`src/design/window_photometric_consistency_macros.svh`:
```
// Assertion macros for the photometric consistency block.
`ifndef WINDOW_PHOTOMETRIC_CONSISTENCY_MACROS_SVH
`define WINDOW_PHOTOMETRIC_CONSISTENCY_MACROS_SVH
// Implication checked at every edge outside reset.
`define WPC_ASSERT_IMP(label, clk, rst_n, ante, cons) \
	label: assert property (@(posedge clk) disable iff (!rst_n) (ante) |-> (cons)) \
		else $error("assertion failed");
// Next-cycle implication.
`define WPC_ASSERT_NEXT(label, clk, rst_n, ante, cons) \
	label: assert property (@(posedge clk) disable iff (!rst_n) (ante) |=> (cons)) \
		else $error("assertion failed");
`endif

```
`src/design/wpc_pkg.sv`:
```
// Package: types, constants and codes of the photometric consistency block.
package wpc_pkg;
	localparam int WindowMaxDefault = 64;
	localparam logic [1:0] ACT_PUSH  = 2'd0;
	localparam logic [1:0] ACT_CHECK = 2'd1;
	localparam logic [1:0] ACT_CLEAR = 2'd2;
	localparam logic [1:0] REG_WLEN   = 2'd0;
	localparam logic [1:0] REG_VLIM   = 2'd1;
	localparam logic [1:0] REG_SLIM   = 2'd2;
	localparam logic [1:0] REG_RFLOOR = 2'd3;

	typedef struct packed {
		logic [1:0]         action;
		logic [15:0]        luma_sample;
		logic [15:0]        exposure_sample;
		logic [14:0]        lab_lightness;
		logic signed [15:0] lab_green_red;
		logic signed [15:0] lab_blue_yellow;
	} in_item_t;

	typedef struct packed {
		logic [31:0] luma_variance;
		logic [16:0] color_spread;
		logic [16:0] exposure_ratio;
		logic        limits_met;
		logic [16:0] fill_confidence;
	} out_item_t;

	// controller -> datapath commands
	typedef struct packed {
		logic push;
		logic clear;
		logic start_check;   // latch n, first; clear accumulators
		logic rd_issue;      // issue a ring read at the walk index
		logic acc1;          // accumulate pass-1 sums from registered read
		logic acc2_start;    // start distance/root work for registered read
		logic fin_start;     // start the final division stage
		logic load_out;      // capture result into output register
	} cmd_t;

	typedef struct packed {
		logic few;           // fewer than two samples held
		logic walk_last;     // walk index at last element
		logic unit_busy;     // iterative unit still working
	} sts_t;
endpackage

```
`src/design/wpc_controller.sv`:
```
// Controller: sequences the push, clear and two-pass check of the window.
`include "window_photometric_consistency_macros.svh"
module wpc_controller (
	input  logic              clk,
	input  logic              arst_n,
	input  logic              in_valid,
	output logic              in_ready,
	input  logic [1:0]        action,
	output logic              out_valid,
	input  logic              out_ready,
	input  wpc_pkg::sts_t     sts,
	output wpc_pkg::cmd_t     cmd
);
	typedef enum logic [9:0] {
		S_IDLE  = 10'b0000000001,
		S_ST    = 10'b0000000010,
		S_RD1   = 10'b0000000100,
		S_AC1   = 10'b0000001000,
		S_RD2   = 10'b0000010000,
		S_LAT2  = 10'b0000100000,
		S_AC2   = 10'b0001000000,
		S_FIN   = 10'b0010000000,
		S_WAIT  = 10'b0100000000,
		S_OUT   = 10'b1000000000
	} state_t;
	state_t st_q, st_d;
	logic ovalid_q;

	logic acc_txn;
	assign acc_txn = in_valid && in_ready;
	// next item is taken once the result register is free
	assign in_ready  = (st_q == S_IDLE) && !ovalid_q;
	assign out_valid = ovalid_q;

	always_comb begin
		st_d = st_q;
		cmd  = '0;
		case (st_q)
			S_IDLE: begin
				if (acc_txn) begin
					cmd.push  = (action == wpc_pkg::ACT_PUSH);
					cmd.clear = (action == wpc_pkg::ACT_CLEAR);
					if (action == wpc_pkg::ACT_CHECK) begin
						cmd.start_check = 1'b1;
						st_d = S_ST;
					end
				end
			end
			S_ST: st_d = sts.few ? S_FIN : S_RD1;
			S_RD1: begin
				cmd.rd_issue = 1'b1;
				st_d = S_AC1;
			end
			S_AC1: begin
				cmd.acc1 = 1'b1;
				st_d = sts.walk_last ? S_RD2 : S_RD1;
			end
			S_RD2: begin
				cmd.rd_issue = 1'b1;
				st_d = S_LAT2;
			end
			S_LAT2: begin
				cmd.acc2_start = 1'b1;
				st_d = S_AC2;
			end
			S_AC2: begin
				if (!sts.unit_busy) st_d = sts.walk_last ? S_FIN : S_RD2;
			end
			S_FIN: begin
				cmd.fin_start = 1'b1;
				st_d = S_WAIT;
			end
			S_WAIT: if (!sts.unit_busy) st_d = S_OUT;
			S_OUT: begin
				cmd.load_out = 1'b1;
				st_d = S_IDLE;
			end
			default: st_d = S_IDLE;
		endcase
	end

	always_ff @(posedge clk or negedge arst_n) begin
		if (!arst_n) begin
			st_q     <= S_IDLE;
			ovalid_q <= 1'b0;
		end else begin
			st_q <= st_d;
			if (cmd.load_out) ovalid_q <= 1'b1;
			else if (out_ready) ovalid_q <= 1'b0;
		end
	end

	`WPC_ASSERT_IMP(a_ready_only_idle, clk, arst_n, in_ready, st_q == S_IDLE)
	`WPC_ASSERT_NEXT(a_load_sets_valid, clk, arst_n, cmd.load_out, out_valid)
	`WPC_ASSERT_IMP(a_no_push_busy, clk, arst_n, cmd.push || cmd.clear, st_q == S_IDLE)
	`WPC_ASSERT_IMP(a_onehot, clk, arst_n, 1'b1, $onehot(st_q))
endmodule

```
`config.mk`:
```
export PLATFORM = sky130hd
export DESIGN_NAME = wpc_controller
export DESIGN_NICKNAME = d
export VERILOG_FILES = /design/src/design/wpc_pkg.sv /design/src/design/wpc_controller.sv
export VERILOG_INCLUDE_DIRS = /design/src /design/src/design
export SDC_FILE = /design/constraint.sdc
export NUM_CORES = 1
export LEC_CHECK = 0
export BUFFER_PORTS_ARGS = -buffer_cell sky130_fd_sc_hd__buf_2
export CAP_MARGIN = 40
export CORE_MARGIN = 2
export CORE_UTILIZATION = 51
export CTS_CLUSTER_SIZE = 10
export DETAILED_ROUTE_END_ITERATION = 6
export PLACE_DENSITY = 0.72
export SLEW_MARGIN = 0
export SYNTH_ARGS = -nofsm -noshare
export SYNTH_HDL_FRONTEND = slang
export SYNTH_SLANG_ARGS = --single-unit
```
`constraint.sdc`:
```
create_clock -name clk -period 1.64 [get_ports clk]
set_input_delay 0.164 -clock clk [delete_from_list [all_inputs] [get_ports clk]]
set_output_delay 0.164 -clock clk [all_outputs]
set_load 0.05 [all_outputs]
```
Yosys cells after proc, flatten, opt, wreduce, memory -nomap -nowiden
Index checks and enable logic that the tools add are counted.
{ "totals": {"elab_cells": 43, "out_inout_bits": 10, "regBits": 11} }
{ "op_classes": {"reduce_logical": 7, "n_mux": 18, "n_eq_ne": 16} }
{ "ops": {"columns": ["cell", "count"], "rows": [
  ["$pmux W10 S9", 1],
  ["$mux W10", 4],
  ["$mux W8", 2],
  ["$eq A10 B1 Y1 const B", 1],
  ["$eq A10 B10 Y1 const B", 1],
  ["$eq A10 B2 Y1 const B", 1],
  ["$eq A10 B3 Y1 const B", 1],
  ["$eq A10 B4 Y1 const B", 1],
  ["$eq A10 B5 Y1 const B", 1],
  ["$eq A10 B6 Y1 const B", 1],
  ["$eq A10 B7 Y1 const B", 1],
  ["$eq A10 B8 Y1 const B", 1],
  ["$eq A10 B9 Y1 const B", 1],
  ["$mux W1", 8],
  ["$mux W3", 2],
  ["$ne A2 B2 Y1 const B", 3],
  ["$mux W5", 1],
  ["$reduce_and A4 Y1", 1],
  ["$eq A2 B1 Y1 const B", 1],
  ["$eq A2 B2 Y1 const B", 1],
  ["$logic_and A1 B1 Y1", 2],
  ["$logic_not A2 Y1", 1],
  ["$ne A2 B1 Y1 const B", 1],
  ["$reduce_bool A2 Y1", 1],
  ["2 further kinds", 2]
]} }

Logic depth before layout (Yosys ltp)
Gate-level depths: netlist of run 1.
{ "depth": {"word_depth": 5, "mapped_depth": 4, "mapped_depth_nobuf": 3} }

Worst setup path before layout of run 1
No wires, ideal clock.
{ "synth_timing": {"kind": "reg2out", "from": "register st_q[0]", "to": "output port cmd[6] in the netlist's numbering", "stages_incl_launch_ff": 5, "required_ps": 1476, "setup_slack_ps": -1114, "t_arrival_ps": 2590, "n_path_buf": 1, "cell_sequence": "dfstp_2 > buf_2 > nor4b_4 > nand3_4 > nor4_1"} }
{ "synth_rtl": {"columns": ["item", "line", "source"], "rows": [
  ["start, declared", "wpc_controller.sv:26", "state_t st_q, st_d;"],
  ["start signal, assigned", "wpc_controller.sv:87", "st_q <= st_d;"],
  ["end, declared", "wpc_controller.sv:12", "output wpc_pkg::cmd_t cmd"]
]} }

==> results.json, run 1 <==
{
  "outcome": "complete, but fails checks",
  "violations": "negative setup slack",
  "grt_pass1_vias": 876,
  "numPortBuffers": 18,
  "final_cells": 135,
  "row_count": 14,
  "finalNetCount": 129,
  "core_um2": 1490,
  "grt_pass1_wl_um": 3960,
  "timing.rr.end": "st_q[7]$_DFFE_PN0P_",
  "slowest_delay_ns": 0.43,
  "arrival_ns": 1.76,
  "clock-sinks": 11,
  "synth-edff-count": 0,
  "area_growth_pct": 58.7,
  "fin_crit_sh_pct": 117,
  "gp_congestion": 0.870,
  "fillers": 71,
  "dr.pass1.iters": 4,
  "cellLeakagePower_nw": 0.588,
  "drc": 0,
  "slew_violations": 0,
  "period_minus_slack_ns": 1.92,
  "whs_ns": 0.100,
  "r2r_slack_ns": -0.10,
  "max_freq_mhz": 520,
  "place_ws_ns": -0.0791,
  "dp_hpwl_um": 1530,
  "clock_path_buffers": 2,
  "die_h_um": 43.7,
  "hp-class": "input port to flop",
  "path_common_cell": "nor4_4",
  "syn_avg_cell_area_um2": 10.0,
  "yosysUniqueCellTypes": 36,
  "seq_area_frac_synth_pct": 34.5,
  "drt_iter0_drc": 51,
  "max_cap_violations": 0,
  "diodes": 0,
  "endpoint_kind": "output port",
  "syn_inst": 80,
  "grt_overflow_total": 0,
  "routed_wirelength_um": 2730,
  "slowest_stage": "dfrtp_1",
  "drive_gt1_share_pct": 58.0,
  "ys_warn_count": 0,
  "fin_ws_ns": -0.283,
  "clock-root-buffer": "clkbuf_4",
  "io_pins": 19,
  "hold_violations": 0,
  "crit_chain": "nor4_4 > nand3_4 > nor4_4 > buf_6",
  "cp_top_family": "simple AND/OR/NAND/NOR gates",
  "yosysTopAreaCell": "dfrtp_1",
  "yosysMostFrequentCell": "dfrtp_1",
  "fp.dieW_um": 43.7,
  "syn_nets": 89,
  "synth_area_leaders": "dfrtp_1 (31%), nor4_4 (5.3%), nand4_1 (4.7%), nor3_1 (4.4%), xor2_1 (4.4%)",
  "synthArstFlopShare_pct": 100,
  "rsz0062_at_grt": "yes",
  "fp.dieArea_um2": 1910,
  "timing.rr.start": "st_q[2]$_DFFE_PN0P_",
  "antenna_found_initial": 0,
  "numCtsBuffers": 3,
  "worstSetupPathType": "flop to output port",
  "path_buf_inv": 1,
  "synthFlopType": "dfrtp_1",
  "synth_top_area_share_pct": 31.2,
  "h-tree-depth": 1,
  "grt_max_degree": 12,
  "hold-path-cell-count": 2,
  "worstSetupStartpointType": "flop",
  "dp_cells": 123,
  "clk_pin_slew_ns": 0.07,
  "finalClockSkew_ns": 0.00107,
  "track_usage_pct": 27.9,
  "final_util_pct": 85.5,
  "vdd_drop_max_mv": 0.631,
  "worst_r2r_path_depth": 4,
  "slew_headroom_pct": 54.1,
  "cts_tree": "built",
  "routed_via_density": 6.62,
  "cp_max_fo": 4,
  "wl_per_cell_um": 20.2,
  "clk_latency_ns": 0.28,
  "setup_viol": 11,
  "ys_seq_elements": 11,
  "powerDensity_nw_per_um2": 877,
  "syn-cell-area_um2": 802,
  "vias": 894,
  "hp-start": "sts[2]",
  "worstMarginPinSlew_ns": 0.679,
  "drtAntennaViolNets": 0,
  "total_power_mw": 1.12,
  "synth_common_cells": "dfrtp_1 (10), nor3_1 (7), nand4_1 (6), nor2_1 (6)",
  "hold_end": "st_q[2]$_DFFE_PN0P_",
  "required_ns": 1.48,
  "start_util_pct": 53.9
}
## through the flow
step	cell area, um^2	setup TNS (ns)
5_1_grt	1270	-2.55
2_1_floorplan	872	-0.596
6_report	1270	-1.93
3_3_place_gp	1050	-0.0800
3_5_place_dp	1050	-0.148
4_1_cts	1220	-1.62
## area by class of cell
| cell class | instances | area (um^2) | area share (%) |
|---|---|---|---|
| well taps | 16 | 20.0 | 1.57 |
| inverters | 4 | 15.0 | 1.18 |
| clock buffers | 3 | 22.5 | 1.77 |
| clock inverters | 1 | 5.00 | 0.393 |
| multi-input cells | 59 | 582 | 45.7 |
| flip-flops and latches | 11 | 277 | 21.7 |
| repair buffers | 41 | 352 | 27.6 |
## how the worst max path moves through the flow
stage / startpoint / to / cells after the start
6_report: st_q[8]$_DFFE_PN0P_ / cmd[6] / 4
5_1_grt: st_q[8]$_DFFE_PN0P_ / cmd[6] / 4
4_1_cts: st_q[6]$_DFFE_PN0P_ / cmd[6] / 4
3_5_place_dp: st_q[0]$_DFFE_PN1P_ / cmd[6] / 4
3_3_place_gp: st_q[0]$_DFFE_PN1P_ / cmd[6] / 4
2_1_floorplan: st_q[0]$_DFFE_PN1P_ / cmd[6] / 4
## timing repair
action                     CTS  global route
pin swaps                    2             7
hold buffers                 1             0
resized for setup           31             7
setup endpoints to repair    9            13
hold endpoints to repair    11             0
buffers inserted             4             3
## cell families (layout without fill, tap and decap cells)
kind of cell | count (synthesis) | after routing | synth area share (%)
xor+xnor | 5 | 5 | 5.46
flops | 11 | 11 | 34.5
simple gates | 44 | 44 | 42.1
buf+inv | 10 | 49 | 7.18
compound gates | 10 | 10 | 10.8
## placed cells by master, fill, tap and decap left out, types with 2 or more instances in the layout
cell type,n
nor3_4,2
clkbuf_4,3
inv_1,3
buf_6,9
buf_2,9
nor4b_4,2
and4_4,3
nor4_4,4
nor2_2,2
buf_4,18
dfrtp_1,10
buf_8,4
xor2_1,4
nor3_1,3
nor2_1,4
nand3_1,2
nand4_1,6
nor3_2,2
nand2b_1,2
nor4_2,2
nand3_4,2
## power breakdown
group | leakage (nW) | switching [mW] | total [mW] | internal [mW]
Sequential | 0.150 | 0.0129 | 0.306 | 0.293
Combinational | 0.420 | 0.336 | 0.619 | 0.283
Clock | 0.0177 | 0.100 | 0.191 | 0.0906
## layer usage
metal	GRT usage, %	wire [um]
met1	35.9	1000
met2	44.4	1410
met3	9.17	250
met4	8.48	63
met5	0	0
## state kept, by name, indices dropped and copies added (netlist names)
register / flops
st_q: 10
out_valid: 1
(Power assumes the default switching activity.)
==> run 2: changes to the inputs <==
==> constraint.sdc (replaced) <==
create_clock -name clk -period 1.64 [get_ports clk]
set_input_delay 0.41 -clock clk [delete_from_list [all_inputs] [get_ports clk]]
set_output_delay 0.41 -clock clk [all_outputs]
set_load 0.05 [all_outputs]
==> run 2 against run 1 <==
  * The flow still finishes with violations (negative setup slack)
  * Total power is 9.3% higher
  * Clock skew rose by 0.0060 ns
  * Count of clock-buffer cells in the layout did not move
  * Die area unchanged
  * Worst setup slack got worse by 0.32 ns
  * Largest power group unchanged
  * Critical endpoint is now cmd[5]
  * Sequential power hardly changed
  * Combinational power increased by 13%
  * Via count grew 16%
  * Final cell count rose by 13%
  * Cell area is 12% higher
  * Fmax shrank 14%
==> results.json, run 2 (same netlist as run 1, synthesis figures left out) <==
{
  "grt_max_degree": 12,
  "final_cell_area_um2": 1430,
  "mostFrequentLayoutCell": "buf_4",
  "fillers": 30,
  "largest_reg_flops": 10,
  "hold_violations": 0,
  "r2r_slack_ns": -0.12,
  "arrival_ns": 1.83,
  "tns_ns": -5.14,
  "finalNetCount": 146,
  "drt_iter0_drc": 44,
  "io_pins": 19,
  "worst_r2r_path_depth": 7,
  "gp_congestion": 0.823,
  "max_freq_mhz": 446,
  "track_usage_pct": 37.2,
  "clk_pin_slew_ns": 0.09,
  "clk_latency_ns": 0.30,
  "row_count": 14,
  "cp_top_family": "buffers and inverters",
  "hold-path-cell-count": 2,
  "die_h_um": 43.7,
  "rsz0062_at_grt": "yes",
  "final_cells": 152,
  "violations": "negative setup slack",
  "routed_wirelength_um": 3830,
  "worstSetupPathType": "flop to output port",
  "dp_hpwl_um": 1810,
  "numPortBuffers": 18,
  "cellLeakagePower_nw": 0.673,
  "vias": 1040,
  "worstMarginPinSlew_ns": 0.470,
  "worstSetupStartpointType": "flop",
  "clock-root-buffer": "clkbuf_4",
  "powerDensity_nw_per_um2": 852,
  "layout_common_cells": "buf_4 (33), buf_6 (12), buf_2 (9), dfrtp_1 (8), nand4_1 (6)",
  "start_util_pct": 53.9,
  "fp.dieW_um": 43.7,
  "required_ns": 1.23,
  "routed_via_density": 6.84,
  "drc": 0,
  "antenna_found_initial": 0,
  "dp_cells": 136,
  "finalClockSkew_ns": 0.00708,
  "cp_max_fo": 4,
  "fp.dieArea_um2": 1910,
  "place_ws_ns": -0.327,
  "cts_tree": "built",
  "hp-class": "input port to flop",
  "clock_path_buffers": 2,
  "numCtsBuffers": 3,
  "slew_violations": 0,
  "fin_crit_sh_pct": 137,
  "period_minus_slack_ns": 2.24,
  "critical_path_depth": 6,
  "slew_headroom_pct": 68.7,
  "wl_per_cell_um": 25.2,
  "core_um2": 1490,
  "fin_ws_ns": -0.603,
  "path_common_cell": "buf_4",
  "crit_chain": "nor4_4 > buf_4 > nand3_4 > buf_4 > nor3_4 > buf_6",
  "diodes": 0,
  "h-tree-depth": 1,
  "largest-register": "st_q",
  "grt_pass1_wl_um": 5090,
  "vdd_drop_max_mv": 0.973,
  "slowest_stage": "dfrtp_2",
  "total_power_mw": 1.22,
  "slowest_delay_ns": 0.45,
  "clock-sinks": 11,
  "drtAntennaViolNets": 0,
  "placed_area_um2": 1150,
  "path_buf_inv": 3,
  "area_growth_pct": 78.5,
  "max_cap_violations": 0,
  "grt_overflow_total": 0,
  "grt_pass1_vias": 998,
  "drive_gt1_share_pct": 66.9,
  "outcome": "complete, but fails checks",
  "endpoint_kind": "output port",
  "setup_viol": 13,
  "dr.pass1.iters": 4
}
[run 2: metal layers]
layer	global-route usage, %	share of wire [%]
met1	47.2	35
met2	63.5	49
met3	4.58	9.3
met4	15.8	5.9
met5	0	0
[run 2: worst paths after layout]
check,start,end
max,st_q[6]$_DFFE_PN0P_,cmd[5]
min,sts[2],st_q[2]$_DFFE_PN0P_
max reg2reg,st_q[6]$_DFFE_PN0P_,st_q[0]$_DFFE_PN1P_
min reg2reg,out_valid$_DFFE_PN0P_,out_valid$_DFFE_PN0P_
max in group asynchronous,arst_n,st_q[0]$_DFFE_PN1P_
min in group asynchronous,arst_n,st_q[1]$_DFFE_PN0P_
[run 2: power by group]
| group | total [mW] | internal [mW] | switching (mW) |
|---|---|---|---|
| Combinational | 0.699 | 0.317 | 0.382 |
| Clock | 0.212 | 0.0910 | 0.121 |
| Sequential | 0.308 | 0.293 | 0.0149 |
[run 2: stage by stage]
stage                     hold slack [ns]  util [%]
after global placement              0.293      77.3
after floorplan                     0.114         -
after detailed placement            0.294      77.3
after global routing                0.328      96.1
final                               0.315      96.1
after CTS                           0.308      93.1
[run 2: area by class of cell]
class                      count  area [um^2]  area share (%)
tap                           16         20.0            1.40
timing repair buffer          58          483            33.7
clock buffer                   3         22.5            1.57
clock inverter                 1         5.00           0.350
inverter                       4         18.8            1.31
sequential                    11          279            19.5
multi-input combinational     59          603            42.1
[run 2: timing repair]
| item | in CTS | in global routing |
|---|---|---|
| gates resized for setup | 36 | 7 |
| hold buffers | 1 | 0 |
| buffers inserted | 9 | 3 |
| pin swaps | 10 | 11 |
| setup endpoints to repair | 12 | 14 |
| hold endpoints to repair | 10 | 0 |
==> run 3: changes to the inputs <==
--- a/config.mk
+++ b/config.mk
@@ -9,10 +9,11 @@
 export BUFFER_PORTS_ARGS = -buffer_cell sky130_fd_sc_hd__buf_2
 export CAP_MARGIN = 40
 export CORE_MARGIN = 2
-export CORE_UTILIZATION = 51
+export CORE_UTILIZATION = 55
 export CTS_CLUSTER_SIZE = 10
 export DETAILED_ROUTE_END_ITERATION = 6
-export PLACE_DENSITY = 0.72
+export MAX_ROUTING_LAYER = met4
+export PLACE_DENSITY = 0.78
 export SLEW_MARGIN = 0
 export SYNTH_ARGS = -nofsm -noshare
 export SYNTH_HDL_FRONTEND = slang
==> constraint.sdc (replaced) <==
create_clock -name clk -period 2.7 [get_ports clk]
set_input_delay 0.675 -clock clk [delete_from_list [all_inputs] [get_ports clk]]
set_output_delay 0.675 -clock clk [all_outputs]
set_load 0.05 [all_outputs]
==> run 3 against run 2 <==
  * The flow now finishes without violations
  * Hold slack worse by 0.064 ns
  * Sequential power is 33% lower
  * Cell area is 35% lower
  * Final cell count is 24% lower
  * Clock power is 45% lower
  * Die area is 6.6% lower
  * Wire length is 53% lower
  * Largest cell class unchanged
  * Largest power group unchanged
==> results.json, run 3 (same netlist as run 1, synthesis figures left out) <==
{
  "area_growth_pct": 16.8,
  "path_buf_inv": 1,
  "largest_reg_flops": 10,
  "fin_crit_sh_pct": 96.3,
  "grt_max_degree": 12,
  "slew_headroom_pct": 73.1,
  "seqPwrFrac_pct": 38.4,
  "netSwitchingPower_uw": 212,
  "cts_tree": "built",
  "tns_ns": 0,
  "fp.dieArea_um2": 1780,
  "fp.dieW_um": 42.2,
  "endpoint_kind": "output port",
  "internal_power_uw": 325,
  "row_count": 13,
  "clock_path_buffers": 2,
  "outcome": "finished, final reports clean",
  "clk_latency_ns": 0.28,
  "mostFrequentLayoutCell": "buf_2",
  "layout_common_cells": "buf_2 (17), dfrtp_1 (10), nor2_1 (6), nand4_1 (6)",
  "grt_pass1_vias": 711,
  "drive_gt1_share_pct": 37.0,
  "vias": 725,
  "numPortBuffers": 18,
  "worstMarginPinSlew_ns": 0.399,
  "pwr-share-clk_pct": 21.5,
  "gp_congestion": 0.880,
  "slew_violations": 0,
  "wl_per_cell_um": 15.7,
  "fillers": 114,
  "cp_max_fo": 7,
  "clock-sinks": 11,
  "cellLeakagePower_nw": 0.463,
  "cp_top_family": "simple AND/OR/NAND/NOR gates",
  "routed_via_density": 6.30,
  "period_minus_slack_ns": 2.60,
  "slowest_delay_ns": 0.65,
  "routed_wirelength_um": 1810,
  "track_usage_pct": 23.2,
  "vdd_drop_max_mv": 0.251,
  "finalClockSkew_ns": 0.0107,
  "numCtsBuffers": 3,
  "drt_iter0_drc": 18,
  "grt_overflow_total": 0,
  "start_util_pct": 60.1,
  "clk_pin_slew_ns": 0.08,
  "slowest_stage": "dfstp_2",
  "max_freq_mhz": 385,
  "dp_hpwl_um": 1310,
  "p_comb_share_pct": 40.1,
  "grt_pass1_wl_um": 3110,
  "drc": 0,
  "ctsHoldBuffers": 0,
  "power.share.switching_pct": 39.4,
  "finalNetCount": 110,
  "antenna_found_initial": 0,
  "worst_r2r_path_depth": 4,
  "max_cap_violations": 0,
  "worstSetupStartpointType": "flop",
  "h-tree-depth": 1,
  "clock-root-buffer": "clkbuf_4",
  "required_ns": 2.03,
  "largest-register": "st_q",
  "multi_input_area_um2": 478,
  "worstSetupPathType": "flop to output port",
  "crit_chain": "nor4b_4 > nand3_4 > nor4_1 > buf_2",
  "io_pins": 19,
  "place_ws_ns": 0.388,
  "critical_path_depth": 4,
  "die_h_um": 42.2,
  "arrival_ns": 1.93,
  "setup_viol": 0,
  "hp-class": "input port to asynchronous set/reset pin",
  "powerDensity_nw_per_um2": 573,
  "dr.pass1.iters": 4,
  "hold_violations": 0,
  "fin_ws_ns": 0.0996,
  "core_um2": 1330,
  "diodes": 0,
  "regArea_um2": 277,
  "drtAntennaViolNets": 0
}
==> run 3: cell count changes in the layout (fill, tap and decap cells not counted), sizes merged <==
cell,before,now
buf,57,22
clkbuf,3,4
clkinv,1,0
clkinvlp,1,0
dlygate4sd3,1,0
inv,3,4
==> run 3: layer usage <==
layer,track usage [%],part of all wire (%),up-vias
met5,-,0,-
met4,6.25,1.2,0
met3,6.47,5.7,5
met2,35.4,50,23
met1,30.4,43,350
li1,-,-,347
==> run 3: layout make-up <==
| cell class | instances | area share (%) |
|---|---|---|
| clock buffers | 4 | 2.80 |
| inverters | 4 | 1.60 |
| multi-input cells | 59 | 51.0 |
| flip-flops and latches | 11 | 29.5 |
| well taps | 15 | 2.00 |
| repair buffers | 22 | 13.1 |
==> run 3: power groups by stage <==
stage	clock network [mW]	registers [mW]	logic, mW
after floorplan	0	0.184	0.183
after global placement	0	0.205	0.200
after detailed placement	0	0.207	0.203
after CTS	0.119	0.204	0.205
after global routing	0.126	0.209	0.233
final	0.116	0.206	0.215
==> run 3: final timing paths <==
| check | startpoint | to | slack, ns |
|---|---|---|---|
| setup / recovery | st_q[0]$_DFFE_PN1P_ | cmd[7] | 0.1 |
| hold / removal | arst_n | st_q[1]$_DFFE_PN0P_ | 0.25 |
| setup reg to reg | st_q[0]$_DFFE_PN1P_ | st_q[0]$_DFFE_PN1P_ | 1.10 |
| hold reg to reg | out_valid$_DFFE_PN0P_ | out_valid$_DFFE_PN0P_ | 0.53 |
| max in group asynchronous | arst_n | st_q[0]$_DFFE_PN1P_ | 2.19 |
| min in group clk | out_valid$_DFFE_PN0P_ | out_valid$_DFFE_PN0P_ | 0.53 |
==> run 3: metrics by stage <==
step / hold slack, ns / total power, mW / util [%] / instances / cell area, um^2
after floorplan: 0.379 / 0.368 / - / 80 / 807
after global placement: 0.504 / 0.405 / 67.2 / 110 / 896
after detailed placement: 0.513 / 0.410 / 67.2 / 110 / 896
after CTS: 0.259 / 0.528 / 69.1 / 114 / 922
after global routing: 0.269 / 0.569 / 70.3 / 115 / 937
final: 0.251 / 0.537 / 70.3 / 115 / 937
==> run 3: what timing repair did <==
action / CTS / global route
resized for setup: 0 / 3
hold endpoints to repair: 0 / 0
setup endpoints to repair: 0 / 3
setup buffers: 0 / 1
